--- config.mk ---
export PLATFORM = sky130hd
export DESIGN_NAME = vdpc_cordic_cell
export DESIGN_NICKNAME = d
export VERILOG_FILES = /design/src/design/vdpc_pkg.sv /design/src/design/vdpc_cordic_cell.sv
export SDC_FILE = /design/constraint.sdc
export NUM_CORES = 1
export LEC_CHECK = 0
export ABC_AREA = 1
export BUFFER_PORTS_ARGS = -buffer_cell sky130_fd_sc_hd__clkbuf_2
export CAP_MARGIN = 10
export CORE_UTILIZATION = 45
export CTS_BUF_LIST = sky130_fd_sc_hd__clkbuf_16
export CTS_CLUSTER_SIZE = 40
export DETAILED_ROUTE_END_ITERATION = 8
export PLACE_DENSITY = 0.66
export SKIP_LAST_GASP = 1
export SLEW_MARGIN = 20
export SYNTH_ARGS = -nofsm -noshare
export SYNTH_HDL_FRONTEND = slang
export SYNTH_SLANG_ARGS = --single-unit
--- constraint.sdc ---
create_clock -name clk -period 1.45 [get_ports clk]
set_input_delay 0.2175 -clock clk [delete_from_list [all_inputs] [get_ports clk]]
set_output_delay 0.2175 -clock clk [all_outputs]
set_load 0.02 [all_outputs]
--- src/design/vdpc_pkg.sv ---
// shared types, constants and the arctangent table of the docking controller
package vdpc_pkg;

    // cordic angle accumulator, q.20 radians
    localparam int ZW = 24;
    // heading angle after rounding, q3.12 radians
    localparam int ANGLE_W = 16;

    localparam logic signed [ZW-1:0] HALF_PI_Q20 = 24'sd1647099;
    // reciprocal of the cordic gain, q.16
    localparam logic [15:0] INV_GAIN_Q16 = 16'd39797;

    localparam int CFG_ADDR_W = 3;
    localparam int CFG_DATA_W = 16;

    localparam logic [CFG_ADDR_W-1:0] REG_TOL_X       = 3'd0;
    localparam logic [CFG_ADDR_W-1:0] REG_TOL_Y       = 3'd1;
    localparam logic [CFG_ADDR_W-1:0] REG_ANGLE_LIMIT = 3'd2;
    localparam logic [CFG_ADDR_W-1:0] REG_TURN_GAIN   = 3'd3;
    localparam logic [CFG_ADDR_W-1:0] REG_DRIVE_GAIN  = 3'd4;
    localparam logic [CFG_ADDR_W-1:0] REG_MAX_LINEAR  = 3'd5;
    localparam logic [CFG_ADDR_W-1:0] REG_MAX_ANGULAR = 3'd6;

    typedef enum logic [1:0] {
        ST_WAITING     = 2'd0,
        ST_APPROACHING = 2'd1,
        ST_ARRIVED     = 2'd2
    } vdpc_status_t;

    // travels alongside each item through the pipeline
    typedef struct packed {
        logic         valid;
        vdpc_status_t status;
        logic         zero;
    } vdpc_tag_t;

    typedef struct packed {
        logic [14:0] tol_x;
        logic [14:0] tol_y;
        logic [13:0] angle_limit;
        logic [15:0] turn_gain;
        logic [15:0] drive_gain;
        logic [14:0] max_linear;
        logic [14:0] max_angular;
    } vdpc_cfg_t;

    typedef struct packed {
        vdpc_status_t       status;
        logic signed [15:0] turn;
        logic [14:0]        drive;
    } vdpc_result_t;

    // atan(2^-i) in q.20 radians, rounded to nearest
    function automatic logic signed [ZW-1:0] atan_q20(input int idx);
        logic signed [ZW-1:0] v;
        case (idx)
            0:       v = 24'sd823550;
            1:       v = 24'sd486170;
            2:       v = 24'sd256879;
            3:       v = 24'sd130396;
            4:       v = 24'sd65451;
            5:       v = 24'sd32757;
            6:       v = 24'sd16383;
            7:       v = 24'sd8192;
            8:       v = 24'sd4096;
            9:       v = 24'sd2048;
            10:      v = 24'sd1024;
            11:      v = 24'sd512;
            12:      v = 24'sd256;
            13:      v = 24'sd128;
            14:      v = 24'sd64;
            15:      v = 24'sd32;
            16:      v = 24'sd16;
            17:      v = 24'sd8;
            18:      v = 24'sd4;
            19:      v = 24'sd2;
            20:      v = 24'sd1;
            default: v = '0;
        endcase
        return v;
    endfunction

endpackage

--- src/design/vdpc_cordic_cell.sv ---
// one vectoring cordic micro-rotation with its pipeline register
module vdpc_cordic_cell #(
    parameter int XY_W  = 27,
    parameter int STAGE = 0
) (
    input  logic                             clk,
    input  logic                             rst_n,
    input  logic                             en,
    input  vdpc_pkg::vdpc_tag_t              tag_in,
    input  logic signed [XY_W-1:0]           x_in,
    input  logic signed [XY_W-1:0]           y_in,
    input  logic signed [vdpc_pkg::ZW-1:0]   z_in,
    output vdpc_pkg::vdpc_tag_t              tag_out,
    output logic signed [XY_W-1:0]           x_out,
    output logic signed [XY_W-1:0]           y_out,
    output logic signed [vdpc_pkg::ZW-1:0]   z_out
);
    import vdpc_pkg::*;

    logic signed [XY_W-1:0] dx;
    logic signed [XY_W-1:0] dy;
    logic                   y_pos;
    logic signed [XY_W-1:0] x_next;
    logic signed [XY_W-1:0] y_next;
    logic signed [ZW-1:0]   z_next;
    vdpc_tag_t              tag_reg;
    logic signed [XY_W-1:0] x_reg;
    logic signed [XY_W-1:0] y_reg;
    logic signed [ZW-1:0]   z_reg;

    always_comb
    begin
        dx    = y_in >>> STAGE;
        dy    = x_in >>> STAGE;
        y_pos = !y_in[XY_W-1] && (y_in != '0);
        if (y_pos)
        begin
            x_next = x_in + dx;
            y_next = y_in - dy;
            z_next = z_in + atan_q20(STAGE);
        end
        else
        begin
            x_next = x_in - dx;
            y_next = y_in + dy;
            z_next = z_in - atan_q20(STAGE);
        end
    end

    always_ff @(posedge clk or negedge rst_n)
    begin
        if (!rst_n)
        begin
            tag_reg <= '0;
        end
        else if (en)
        begin
            tag_reg <= tag_in;
        end
    end

    always_ff @(posedge clk)
    begin
        if (en)
        begin
            x_reg <= x_next;
            y_reg <= y_next;
            z_reg <= z_next;
        end
    end

    assign tag_out = tag_reg;
    assign x_out   = x_reg;
    assign y_out   = y_reg;
    assign z_out   = z_reg;

endmodule

* After elaboration in Yosys (flattened, before gate mapping)
Index checks and enable logic that the tools add are counted.
** Cells by class
- Reductions and logical operators :: 3
- Add/subtract/negate cells :: 5
- Multiplexer cells :: 3
** Operators by type and width (number)
- $mux W27 :: 2
- $sub A27 B27 Y27 :: 2
- $add A27 B27 Y27 :: 1
- $reduce_bool A27 Y1 :: 1
- $add A24 B21 Y24 const B :: 1
- $mux W24 :: 1
- $sub A24 B21 Y24 const B :: 1
- $logic_and A1 B1 Y1 :: 1
- $logic_not A1 Y1 :: 1
** Storage, ports and cells
- Register bits :: 82
- Output and inout port bits :: 82
- Word-level logic and storage cells :: 17
- Input bits :: 85

* Logic depth before layout (Yosys ltp)
- Word-level depth :: 3
- Gate-level depth with buffers :: 20
- Mapped depth without buffers :: 18

* Least setup slack after synthesis
No wires, ideal clock.
- Kind :: input to register
- Start point :: in y_in[1]
- End point :: reg z_reg[22] (netlist: z_out[22]), data pin
- Stages :: 16
- Arrival :: 2.374 ns
- Setup time :: 0.253 ns
- Data required time :: 1.197 ns
- Buffers on the path :: 2
- Path slack :: -1.177 ns
- Cell sequence :: inv_1 > nand3_1 > nor3_1 > nand4_1 > nand2_1 > inv_2 > buf_2 > buf_6 > ha_1 > nand2_1 > o21ai_0 > nand3_1 > nand2_1 > nand3_1 > nand4_1 > nand2_1
** Between the ends
- Word-level cells in the longest chain between the ends :: 3
** Ends and longest elaborated chain
- from (decl) :: RTL line vdpc_cordic_cell.sv:11 : input logic signed [XY_W-1:0] y_in,
- $reduce_bool A27 Y1 :: RTL line vdpc_cordic_cell.sv:35 : y_pos = !y_in[XY_W-1] && (y_in != '0);
- $logic_and A1 B1 Y1 :: RTL line vdpc_cordic_cell.sv:35
- $mux W24 :: RTL line vdpc_cordic_cell.sv:36 : if (y_pos)
- via z_next[22] :: RTL line vdpc_cordic_cell.sv:25 : logic signed [ZW-1:0] z_next;
- to (signal assigned) :: RTL line vdpc_cordic_cell.sv:68 : z_reg <= z_next;
- to (decl) :: RTL line vdpc_cordic_cell.sv:29 : logic signed [ZW-1:0] z_reg;
The timed path passes the listed nets, and every way through them passes these cells.
A chain may end at the register's enable or synchronous reset.

* Worst setup path in the final report
- Start point :: in y_in[4]
- End point :: reg z_reg[23] (netlist: z_out[23]), data pin
The elaborated chain is that of the path after synthesis.

==> key figures <==
Logic synthesis
  – Seq/Total Area, Yosys: between 20 and 25%
  – Post-synth top area share: 23.71%
  – Post-Syn Area: between 0.009 and 0.01 mm2
  – Post-synthesis register bit count: 81
  – Most used DFF post-synth: edfxtp_1
  – YS warnings: 0
  – Number of synthesized flops with an enable pin: between 70 and 80
  – Yosys top cell by area: edfxtp_1
  – Mapped Cells: about 1,500
  – Mean cell area of the mapped netlist: around 6.4 um2
  – Syn nets: between 1,500 and 2,000
  – Top post-synthesis cells by area: edfxtp_1 24%, nand2_1 19%, ha_1 13%
  – Synth unique cells: 42
  – FFs w/ async S/R, synth: slightly below 5%

STA
  – Final hold viol count: 0
  – Final WS setup: -1.035 ns
  – FMAX: roughly 400 MHz
  – Unrepaired setup endpoints after global routing: yes
  – Setup TNS: -37.63 ns
  – Final setup viols: 74
  – Period Utilization, post-route: 171.4%
  – Worst Skew: 0 ns
  – Min cycle time layout: about 2.5 ns
  – Actual slew at the worst max-slew pin: 0.6914 ns
  – Slew Limit Fails: 0
  – Slew HR: between 50 and 60%

Global routing
  – Initial antenna violation count: 0
  – Largest net degree at the start of global routing: between 50 and 60
  – GR Util All Layers: approximately 34%
  – First-pass GRT wire length: between 50,000 and 60,000 um
  – Vias in the first global route: approximately 11,000
  – Total gr overflow: 0

Setup path
  – Critical path class: in -> reg
  – Reg2reg path depth: 1
  – Internal reg-to-reg setup slack: ~0.68 ns
  – Critical path required time: ~1.6 ns
  – Crit Reg-Reg Endpoint: tag_out[1]
  – Crit path launch type: primary input
  – Worst r2r src: tag_out[1]
  – CP endpoint kind: register
  – Worst EP arrival: roughly 2.6 ns
  – CP max FO: 2

Final layout
  – Final non-filler cell total: about 2,200
  – Share of cells above drive strength 1: 46.06%
  – Most common cell after layout, fill and taps aside: nand2_1
  – Final #Nets: approximately 2,200
  – Area Overhead vs Synth: 59.04%
  – Fillcell total: about 1,700
  – Most frequent cells in the layout: 369 x nand2_1, 265 x buf_4, 190 x inv_1
  – Antenna diodes: 0

Placed design
  – GPL Wtd Cong: 0.9561
  – Port buffer count: ~170
  – HPWL after DPL: 29,950 um
  – Placed insts: between 2,000 and 2,500

Detailed routing
  – DRT iter0 DRCs: about 660
  – DRT antenna net count: 0
  – Routed len/inst: 16.60 um
  – Drc violations: 0
  – Vias: between 10,000 and 15,000
  – Drt first pass iters: 5
  – Post-Route WL: approximately 37,000 um
  – Via/cell ratio: 5.235

Floorplanning
  – Initial core utilization: 46.11%
  – Core Footprint: around 0.021 mm2
  – Die Y: roughly 150 um
  – Die area: around 0.022 mm2
  – Die width: between 100 and 150 um
  – FP Rows: 53
  – # IOs: 167

Clocking
  – Skew-Pair Late Insertion Delay: approximately 0.36 ns
  – Clock Root Buffer: clkbuf_16
  – CTS tree: yes
  – CTS Buffer Depth: 2
  – Htree depth: 3
  – CTS Buf Count: 9
  – Clk sinks: 81
  – Clock transition at the registers of the reported paths: ~0.080 ns

Outcome
  – Failing checks: setup timing
  – Status: finished with violations

Hold path
  – Hold_sp: z_in[0]
  – Type of the tightest min-delay check: in -> reg
  – WHS Endpoint: z_out[0]
  – Hold Path Depth: 1

Pwr
  – Leak: approximately 7.8 nW
  – Total power: approximately 12 mW
  – Power Dens Cells: approximately 760 mW/mm2
  – Worst vdd ir: roughly 560 uV

Flow run
  – Reported max-cap violation count: 0
==> repair_timing <==
action	CTS	global route
hold buffers	1	0
resized for setup	155	118
hold endpoints to repair	4	0
setup buffers	27	9
pin swaps	52	34
endpoints found under the setup margin	74	74
==> where the power goes <==
group / internal (mW) / switching [mW]
registers: 3.01 / 0.124
clock network: 1.22 / 1.25
logic: 2.54 / 3.68
total: 6.77 / 5.05
==> kinds of logic (layout without fill, tap and decap cells) <==
kind of cell	count (synthesis)	count (layout)	share of synthesized area (%)
AOI/OAI and AO/OA	189	189	10.52
xor gates and xnor gates	38	38	3.412
adders and majority gates	103	103	13.52
buffers and inverters	299	737	12.16
DFF	81	81	24.73
muxes	4	4	0.4618
and+or+nand+nor	817	817	35.19
==> cells in the mapped netlist, types with 3 or more instances <==
master	instances
o21ai_1	3
nor2_1	121
a21oi_1	91
edfxtp_1	77
nor2_2	5
nand2_1	485
clkbuf_1	3
and3_1	3
buf_4	8
o21ai_0	63
mux2_2	4
ha_1	99
inv_2	5
nand3_1	137
a21o_1	4
nor4_1	3
nor3_1	11
nand4_1	34
dfrtp_1	4
fa_1	4
xnor2_1	8
o21bai_1	18
nand2_2	5
inv_1	259
xor2_1	30
buf_2	21
nand3b_1	4
==> per-stage QoR <==
stage | hold slack [ns] | worst slack, ns | utilization (%) | instance area [um2]
final | 0.03276 | -1.035 | 73.32 | 15510
after CTS | 0.03347 | -0.8476 | 70.85 | 14990
after global placement | 0.02644 | -1.327 | 65.85 | 13930
after detailed placement | 0.03112 | -1.418 | 65.85 | 13930
after global routing | 0.03482 | -1.083 | 73.32 | 15510
after floorplan | -0.07809 | -0.8927 | - | 11160
==> state kept, by name (all words and copies together) (netlist names) <==
signal	flops
y_out	27
x_out	26
z_out	24
tag_out	4
==> per-layer routing <==
metal | global-route usage (%) | vias up | wire length (um)
met3 | 3.517 | 89 | 2192
li1 | - | 5780 | -
met2 | 58.70 | 439 | 18050
met5 | 0 | - | 0
met1 | 42.48 | 5440 | 15590
met4 | 12.91 | 0 | 1413
==> how the worst max path moves through the flow <==
stage                     cells past startpoint    start         to  slack, ns
after global routing                         15  y_in[4]  z_out[22]      -1.08
final                                        20  y_in[4]  z_out[23]      -1.04
after floorplan                              18  y_in[1]  z_out[19]      -0.89
after detailed placement                     18  y_in[5]  z_out[22]      -1.42
after CTS                                    18  y_in[7]  z_out[21]      -0.85
after global placement                       16  y_in[5]  z_out[16]      -1.33
==> worst max-delay path, cell delays in order <==
cell and delay [ns]:
clkbuf_2 0.11, nor2_4 0.12, nand3_2 0.10, nor3_4 0.23
nand4_1 0.21, buf_4 0.20, buf_4 0.12, buf_4 0.12
buf_4 0.12, buf_4 0.12, buf_4 0.12, buf_4 0.12
buf_4 0.12, buf_4 0.12, buf_4 0.12, buf_4 0.14
nand3_2 0.06, nand2_1 0.05, nand2_1 0.06, nand2_1 0.04
==> area by class of cell <==
cell class                      count  area, um2  share of cell area [%]
Timing Repair Buffer              456       3224                   20.79
Multi-Input combinational cell   1151       8163                   52.63
Clock inverter                      7      70.07                  0.4517
Clock buffer                        9      225.2                   1.452
Tap cell                          275      344.1                   2.218
Inverter                          265       1072                   6.913
Sequential cell                    81       2412                   15.55
(Power assumes the default switching activity.)
