[src/design/vdpc_pkg.sv]
// shared types, constants and the arctangent table of the docking controller
package vdpc_pkg;

    // cordic angle accumulator, q.20 radians
    localparam int ZW = 24;
    // heading angle after rounding, q3.12 radians
    localparam int ANGLE_W = 16;

    localparam logic signed [ZW-1:0] HALF_PI_Q20 = 24'sd1647099;
    // reciprocal of the cordic gain, q.16
    localparam logic [15:0] INV_GAIN_Q16 = 16'd39797;

    localparam int CFG_ADDR_W = 3;
    localparam int CFG_DATA_W = 16;

    localparam logic [CFG_ADDR_W-1:0] REG_TOL_X       = 3'd0;
    localparam logic [CFG_ADDR_W-1:0] REG_TOL_Y       = 3'd1;
    localparam logic [CFG_ADDR_W-1:0] REG_ANGLE_LIMIT = 3'd2;
    localparam logic [CFG_ADDR_W-1:0] REG_TURN_GAIN   = 3'd3;
    localparam logic [CFG_ADDR_W-1:0] REG_DRIVE_GAIN  = 3'd4;
    localparam logic [CFG_ADDR_W-1:0] REG_MAX_LINEAR  = 3'd5;
    localparam logic [CFG_ADDR_W-1:0] REG_MAX_ANGULAR = 3'd6;

    typedef enum logic [1:0] {
        ST_WAITING     = 2'd0,
        ST_APPROACHING = 2'd1,
        ST_ARRIVED     = 2'd2
    } vdpc_status_t;

    // travels alongside each item through the pipeline
    typedef struct packed {
        logic         valid;
        vdpc_status_t status;
        logic         zero;
    } vdpc_tag_t;

    typedef struct packed {
        logic [14:0] tol_x;
        logic [14:0] tol_y;
        logic [13:0] angle_limit;
        logic [15:0] turn_gain;
        logic [15:0] drive_gain;
        logic [14:0] max_linear;
        logic [14:0] max_angular;
    } vdpc_cfg_t;

    typedef struct packed {
        vdpc_status_t       status;
        logic signed [15:0] turn;
        logic [14:0]        drive;
    } vdpc_result_t;

    // atan(2^-i) in q.20 radians, rounded to nearest
    function automatic logic signed [ZW-1:0] atan_q20(input int idx);
        logic signed [ZW-1:0] v;
        case (idx)
            0:       v = 24'sd823550;
            1:       v = 24'sd486170;
            2:       v = 24'sd256879;
            3:       v = 24'sd130396;
            4:       v = 24'sd65451;
            5:       v = 24'sd32757;
            6:       v = 24'sd16383;
            7:       v = 24'sd8192;
            8:       v = 24'sd4096;
            9:       v = 24'sd2048;
            10:      v = 24'sd1024;
            11:      v = 24'sd512;
            12:      v = 24'sd256;
            13:      v = 24'sd128;
            14:      v = 24'sd64;
            15:      v = 24'sd32;
            16:      v = 24'sd16;
            17:      v = 24'sd8;
            18:      v = 24'sd4;
            19:      v = 24'sd2;
            20:      v = 24'sd1;
            default: v = '0;
        endcase
        return v;
    endfunction

endpackage

[src/design/vdpc_post.sv]
// distance scaling, gain multiplies and command saturation after the cordic
module vdpc_post #(
    parameter int XY_W = 27
) (
    input  logic                            clk,
    input  logic                            rst_n,
    input  logic                            en,
    input  vdpc_pkg::vdpc_cfg_t             cfg,
    input  vdpc_pkg::vdpc_tag_t             tag_in,
    input  logic signed [XY_W-1:0]          x_in,
    input  logic signed [vdpc_pkg::ZW-1:0]  z_in,
    output logic                            res_valid,
    output vdpc_pkg::vdpc_result_t          res
);
    import vdpc_pkg::*;

    localparam int XH_W = XY_W - 16;
    localparam int PH_W = XH_W + 17;
    localparam int PW   = XY_W + 17;
    localparam int DW   = PW - 24;
    localparam int DP_W = DW + 17;
    localparam int TP_W = ANGLE_W + 17;
    localparam int TV_W = TP_W - 12;
    localparam int DV_W = DP_W - 12;

    // stage 1: angle rounding, distance partial products
    logic signed [XY_W-1:0]    x_sel;
    logic signed [ZW-1:0]      z_round;
    logic [31:0]               p_lo_next;
    logic signed [PH_W-1:0]    p_hi_next;
    logic signed [ANGLE_W-1:0] angle1_next;
    vdpc_tag_t                 tag1_reg;
    logic [31:0]               p_lo_reg;
    logic signed [PH_W-1:0]    p_hi_reg;
    logic signed [ANGLE_W-1:0] angle1_reg;

    // stage 2: distance sum, heading gate
    logic [PW-1:0]             dist_sum;
    logic [ANGLE_W-1:0]        angle_mag;
    logic signed [DW-1:0]      dist2_next;
    logic                      gate2_next;
    vdpc_tag_t                 tag2_reg;
    logic signed [DW-1:0]      dist2_reg;
    logic signed [ANGLE_W-1:0] angle2_reg;
    logic                      gate2_reg;

    // stage 3: gain products
    logic signed [TP_W-1:0]    turn_p_next;
    logic signed [DP_W-1:0]    drive_p_next;
    vdpc_tag_t                 tag3_reg;
    logic signed [TP_W-1:0]    turn_p_reg;
    logic signed [DP_W-1:0]    drive_p_reg;
    logic                      gate3_reg;

    // rounding and saturation
    logic [TP_W-1:0]           turn_round;
    logic [DP_W-1:0]           drive_round;
    logic signed [TV_W-1:0]    turn_val;
    logic signed [DV_W-1:0]    drive_val;
    logic signed [TV_W-1:0]    max_ang;
    logic signed [DV_W-1:0]    max_lin;
    logic signed [TV_W-1:0]    turn_clamp;
    logic signed [DV_W-1:0]    drive_clamp;

    always_comb
    begin
        x_sel       = tag_in.zero ? '0 : x_in;
        z_round     = z_in + ZW'(128);
        angle1_next = tag_in.zero ? '0 : z_round[ZW-1:8];
        p_lo_next   = 32'(x_sel[15:0]) * 32'(INV_GAIN_Q16);
        p_hi_next   = PH_W'($signed(x_sel[XY_W-1:16])) * PH_W'($signed({1'b0, INV_GAIN_Q16}));
    end

    always_comb
    begin
        dist_sum   = (PW'(p_hi_reg) << 16) + PW'(p_lo_reg) + PW'(1 << 23);
        dist2_next = $signed(dist_sum[PW-1:24]);
        angle_mag  = angle1_reg[ANGLE_W-1] ? 16'(-angle1_reg) : 16'(angle1_reg);
        gate2_next = angle_mag > {2'b00, cfg.angle_limit};
    end

    always_comb
    begin
        turn_p_next  = TP_W'($signed({1'b0, cfg.turn_gain})) * TP_W'(angle2_reg);
        drive_p_next = DP_W'($signed({1'b0, cfg.drive_gain})) * DP_W'(dist2_reg);
    end

    always_comb
    begin
        turn_round  = turn_p_reg + TP_W'(2048);
        drive_round = drive_p_reg + DP_W'(2048);
        turn_val    = $signed(turn_round[TP_W-1:12]);
        drive_val   = $signed(drive_round[DP_W-1:12]);
        max_ang     = TV_W'($signed({1'b0, cfg.max_angular}));
        max_lin     = DV_W'($signed({1'b0, cfg.max_linear}));

        if (turn_val > max_ang)
            turn_clamp = max_ang;
        else if (turn_val < -max_ang)
            turn_clamp = -max_ang;
        else
            turn_clamp = turn_val;

        if (gate3_reg || drive_val[DV_W-1])
            drive_clamp = '0;
        else if (drive_val > max_lin)
            drive_clamp = max_lin;
        else
            drive_clamp = drive_val;

        res_valid  = tag3_reg.valid;
        res.status = tag3_reg.status;
        if (tag3_reg.status == ST_APPROACHING)
        begin
            res.turn  = turn_clamp[15:0];
            res.drive = drive_clamp[14:0];
        end
        else
        begin
            res.turn  = '0;
            res.drive = '0;
        end
    end

    always_ff @(posedge clk or negedge rst_n)
    begin
        if (!rst_n)
        begin
            tag1_reg <= '0;
            tag2_reg <= '0;
            tag3_reg <= '0;
        end
        else if (en)
        begin
            tag1_reg <= tag_in;
            tag2_reg <= tag1_reg;
            tag3_reg <= tag2_reg;
        end
    end

    always_ff @(posedge clk)
    begin
        if (en)
        begin
            p_lo_reg    <= p_lo_next;
            p_hi_reg    <= p_hi_next;
            angle1_reg  <= angle1_next;
            dist2_reg   <= dist2_next;
            angle2_reg  <= angle1_reg;
            gate2_reg   <= gate2_next;
            turn_p_reg  <= turn_p_next;
            drive_p_reg <= drive_p_next;
            gate3_reg   <= gate2_reg;
        end
    end

endmodule
[config.mk]
export PLATFORM = sky130hd
export DESIGN_NAME = vdpc_post
export DESIGN_NICKNAME = d
export VERILOG_FILES = /design/src/design/vdpc_pkg.sv /design/src/design/vdpc_post.sv
export SDC_FILE = /design/constraint.sdc
export NUM_CORES = 2
export LEC_CHECK = 0
export ABC_AREA = 1
export BUFFER_PORTS_ARGS = -buffer_cell sky130_fd_sc_hd__buf_4
export CAP_MARGIN = 20
export CORE_AREA = 2 2 254 256
export DETAILED_ROUTE_END_ITERATION = 10
export DIE_AREA = 0 0 256 258
export PLACE_DENSITY = 0.83
export SLEW_MARGIN = 5
export SYNTH_ARGS = -nofsm -noshare
export SYNTH_HDL_FRONTEND = slang
export SYNTH_SLANG_ARGS = --single-unit
[constraint.sdc]
create_clock -name clk -period 12.55 [get_ports clk]
set_input_delay 1.8825 -clock clk [delete_from_list [all_inputs] [get_ports clk]]
set_output_delay 1.8825 -clock clk [all_outputs]
set_load 0.005 [all_outputs]
After elaboration in Yosys (flattened, before gate mapping)

Index checks and enable logic that the tools add are counted.

Add/subtract/negate cells: 7
$mul: 4
Order comparisons: 4
Equal/unequal tests: 1
Multiplexer cells: 7
Reduce and logical (&&, ||, !) cells: 1

Operators by type and width:

| kind                                                 | count |
|---|---|
| two-way mux 16 bit                                   | 3 |
| adder 44 x 24 -> 44 bit (second input constant)      | 1 |
| adder 44 x 32 -> 44 bit                              | 1 |
| adder 37 x 13 -> 37 bit (second input constant)      | 1 |
| multiplier 17 x 20 -> 37 bit                         | 1 |
| adder 33 x 13 -> 33 bit (second input constant)      | 1 |
| multiplier 17 x 16 -> 33 bit                         | 1 |
| multiplier 16 x 16 -> 32 bit (second input constant) | 1 |
| two-way mux 31 bit                                   | 1 |
| two-way mux 15 bit                                   | 2 |
| multiplier 11 x 17 -> 28 bit (second input constant) | 1 |
| two-way mux 27 bit                                   | 1 |
| > comparator 25 x 16 -> 1 bit                        | 1 |
| adder 24 x 9 -> 24 bit (second input constant)       | 1 |
| > comparator 21 x 16 -> 1 bit                        | 1 |
| less-than comparator 21 bit                          | 1 |
| negator 15 -> 21 bit                                 | 1 |
| > comparator 16 x 14 -> 1 bit                        | 1 |
| negator 16 bit                                       | 1 |
| equality test 2 x 1 -> 1 bit (second input constant) | 1 |
| logical OR 1 bit                                     | 1 |

Register bits after elaboration: 193
Input port bits: 164
Output and inout bits: 34
Logic and storage cells: 39

Logic depth before layout (Yosys ltp)

Depth in word-level cells: 5
Gate-level depth with buffers: 29
Mapped depth without buffers: 29

Worst setup path before layout

Ideal clock, no wire load.

Path kind: input to register
From: input tag_in[0] (netlist bit)
To: register p_lo_reg[30], data pin
Library setup time: 0.264 ns
Arrival time: 7.219 ns
Data required time: 12.286 ns
Setup slack: 5.067 ns
Cell stages on the path: 24
Path buffers: 2
Cells stage by stage: inv_1 clkbuf_1 clkbuf_1 nand2_1 inv_1 fa_1 fa_1 inv_1 fa_1 inv_1 fa_1 fa_1 inv_1 fa_1 inv_1 ha_1 nand2_1 nor2_1 inv_1 nor3_1 nand3_1 nand3_1 a31oi_1 xor2_1

Word-level cells in the longest chain between the ends: 2

RTL lines:

| what                         | RTL line         | RTL |
|---|---|---|
| start, declared              | vdpc_post.sv:9   | `input vdpc_pkg::vdpc_tag_t tag_in,` |
| two-way mux 27 bit           | vdpc_post.sv:67  | `x_sel = tag_in.zero ? '0 : x_in;` |
| multiplier 16 x 16 -> 32 bit | vdpc_post.sv:70  | `p_lo_next = 32'(x_sel[15:0]) * 32'(INV_GAIN_Q16);` |
| net p_lo_next[30]            | vdpc_post.sv:29  | `logic [31:0] p_lo_next;` |
| end signal, assigned         | vdpc_post.sv:145 | `p_lo_reg <= p_lo_next;` |
| end, declared                | vdpc_post.sv:33  | `logic [31:0] p_lo_reg;` |

The timed path passes the listed nets, and every way through them passes these cells.
A chain may end at the register's enable or synchronous reset.

==> results.sh <==
export IMPL_synth_top_area_share=0.329
export IMPL_worst_ep_required_time_ps=10670
export IMPL_finalHoldViolCount=0
export IMPL_ys_warn_count=0
export IMPL_cts_tree="built"
export IMPL_timing_critical_path_fanout_max=18
export IMPL_layout_drive_gt1_share=0.0449
export IMPL_post_drt_wl_per_cell_um=15.6
export IMPL_synth_edf_count=146
export IMPL_grt_max_degree=102
export IMPL_area_growth_pct=5.80
export IMPL_syn_num_nets=6484
export IMPL_crit_arrival_ps=5880
export IMPL_dr_pass1_iters=6
export IMPL_highest_layer="met4"
export IMPL_diodes=0
export IMPL_dpl_cell_area_sq_mm=0.0425
export IMPL_async_flop_share=0.0581
export IMPL_dieArea_sq_mm=0.0660
export IMPL_cts_buffers_inserted=17
export IMPL_cap_viol_max_count=0
export IMPL_final_period_utilization=0.619
export IMPL_crit_type="input port to primary output"
export IMPL_final_max_slew_viol_count=0
export IMPL_core_area_sq_mm=0.0636
export IMPL_io_pins=198
export IMPL_netlist_cell_type_count=54
export IMPL_wl_met2_mm=47.7
export IMPL_syn_instance_count=5137
export IMPL_slew_headroom=0.297
export IMPL_cts_root_buf="clkbuf_16"
export IMPL_rsz0062_at_grt="no"
export IMPL_multiInputGateArea_sq_mm=0.0302
export IMPL_drc=0
export IMPL_gr_total_overflow=0
export IMPL_first_iter_violations=2311
export IMPL_grt_pass1_wl_mm=162
export IMPL_fin_area_sq_mm=0.0431
export IMPL_start_util=0.640
export IMPL_largest_reg_flops=28
export IMPL_clk_insertion_delay_late_ps=470
export IMPL_grt_antenna_before_repair=0
export IMPL_tns_ps=0
export IMPL_dp_hpwl_mm=79.5
export IMPL_tightest_slew_ps=1050
export IMPL_synth_largest_area_cell="fa_1"
export IMPL_num_rows=93
export IMPL_port_buffers=160
export IMPL_cts_num_sinks=155
export IMPL_maxClockFrequency_ghz=0.129
export IMPL_gp_congestion=0.940
export IMPL_clk_path_buf_depth=2
export IMPL_drt_vias_per_instance=5.32
export IMPL_setup_viol=0
export IMPL_crit_path_end_kind="primary output"
export IMPL_nets=6524
export IMPL_skew_ps=16.1
export IMPL_outcome="finished clean"
export IMPL_holdCritPathClass="flop to flop"
export IMPL_die_h_um=258
export IMPL_fin_crit_ps=7770
export IMPL_cts_resized=0
export IMPL_wl_met3_mm=5.27
export IMPL_yosysSeqAreaShare=0.113
export IMPL_die_x_um=256
export IMPL_worst_setup_path_start_kind="input port"
export IMPL_fillerInstances=5167
export IMPL_met1Wirelength_mm=37.4
export IMPL_path_clk_slew_ps=60
export IMPL_vias=32200
export IMPL_syn_area_sq_mm=0.0407
export IMPL_grt_usage=0.300
export IMPL_syn_avg_cell_area_sq_um=7.93
export IMPL_cts_htree_levels=4
export IMPL_cts_setup_buffers=0
export IMPL_ant_nets=0
export IMPL_grt_pass1_vias=34600
export IMPL_postCtsHoldBufs=0
export IMPL_netlist_top_cells_area="fa_1 33%, ha_1 16%, inv_1 13%, edfxtp_1 11%, nand2_1 11%"
export IMPL_seq_area_sq_mm=0.00461
export IMPL_ys_seq_elements=155
export IMPL_finalWirelength_mm=94.4
export IMPL_yosys_most_used_dff="edfxtp_1"
[cell usage in the layout (no fill, tap or decap), types with 12 or more instances in the layout]
| cell | count |
|---|---|
| o21bai_1 | 23 |
| xnor2_1 | 41 |
| fa_1 | 670 |
| nand2_1 | 1152 |
| xor2_1 | 107 |
| o21ai_0 | 103 |
| ha_1 | 513 |
| edfxtp_1 | 146 |
| inv_1 | 1413 |
| clkbuf_16 | 17 |
| or2_2 | 12 |
| a21o_1 | 20 |
| a31oi_1 | 13 |
| buf_4 | 163 |
| nand4_1 | 24 |
| nand3_1 | 115 |
| nor3_1 | 51 |
| a21oi_1 | 199 |
| nor2_2 | 12 |
| nor2_1 | 292 |
[layout make-up]
| class | count | share of cell area |
|---|---|---|
| sequential | 155 | 0.107 |
| clock inverter | 13 | 0.00328 |
| timing repair buffer | 166 | 0.0297 |
| multi-input combinational | 3421 | 0.702 |
| clock buffer | 19 | 0.0100 |
| tap | 855 | 0.0248 |
| inverter | 1416 | 0.123 |
[per-layer routing]
metal  GRT usage  vias up
li1            -    15400
met1       0.358    15500
met2       0.543     1060
met3      0.0404      266
met4       0.132        0
met5           0        -
[synthesized netlist by cell type (11+ instances only)]
library cell / number
a21boi_0: 11
a21o_1: 20
a21oi_1: 199
a31oi_1: 13
clkbuf_1: 132
edfxtp_1: 146
fa_1: 670
ha_1: 513
inv_1: 1413
nand2_1: 1152
nand3_1: 115
nand4_1: 24
nor2_1: 292
nor2_2: 12
nor3_1: 51
nor4_1: 11
o21ai_0: 103
o21bai_1: 23
or2_2: 12
xnor2_1: 41
xor2_1: 108
[path summary, 6_finish.rpt]
kind,end,slack [ps],depth (start not counted),start
worst max-delay path,res[30],4780,23,cfg[2]
worst min-delay path,gate3_reg,430,0,gate2_reg
worst max register to register,drive_p_reg[34],5940,18,dist2_reg[19]
worst min register to register,gate3_reg,430,0,gate2_reg
max in group asynchronous,res[32],11190,1,rst_n
min in group asynchronous,tag2_reg[2],1230,1,rst_n
[cell families (layout without fill, tap and decap cells)]
group | count (synthesis) | count (layout) | synth area share
buffers and inverters | 1561 | 1614 | 0.145
and+or+nand+nor | 1691 | 1691 | 0.168
adders and majority gates | 1183 | 1183 | 0.487
DFF | 155 | 155 | 0.113
muxes | 3 | 3 | 0.000799
AOI/OAI and AO/OA | 394 | 394 | 0.0539
xor gates and xnor gates | 150 | 150 | 0.0327
[critical path: stages]
cell	delay, ps
buf_4	120
inv_1	140
nand3_1	160
nor3_1	380
nand2_1	90
nor2_1	240
nand3_1	110
nand2_1	70
o21ai_0	110
ha_1	300
nand2_1	60
nor2_1	140
nand2_1	80
nor2_1	90
nand2_1	80
nand3_1	90
nand2_1	50
nand2_1	490
inv_1	470
nand2_1	140
o21ai_0	110
nor3_1	300
buf_4	170
[metrics by stage]
step | utilization | hold slack (ps) | std cells | setup WS, ps
after floorplan | - | 400 | 5137 | 5070
after global placement | 0.667 | 415 | 6011 | 4050
final | 0.677 | 430 | 6045 | 4780
after global routing | 0.677 | 445 | 6045 | 4380
after CTS | 0.676 | 430 | 6043 | 4400
after detailed placement | 0.667 | 420 | 6011 | 3910
Power is left out: the tool's default activity adds up to more than one toggle a clock period on the data nets, which glitch-free logic cannot reach.
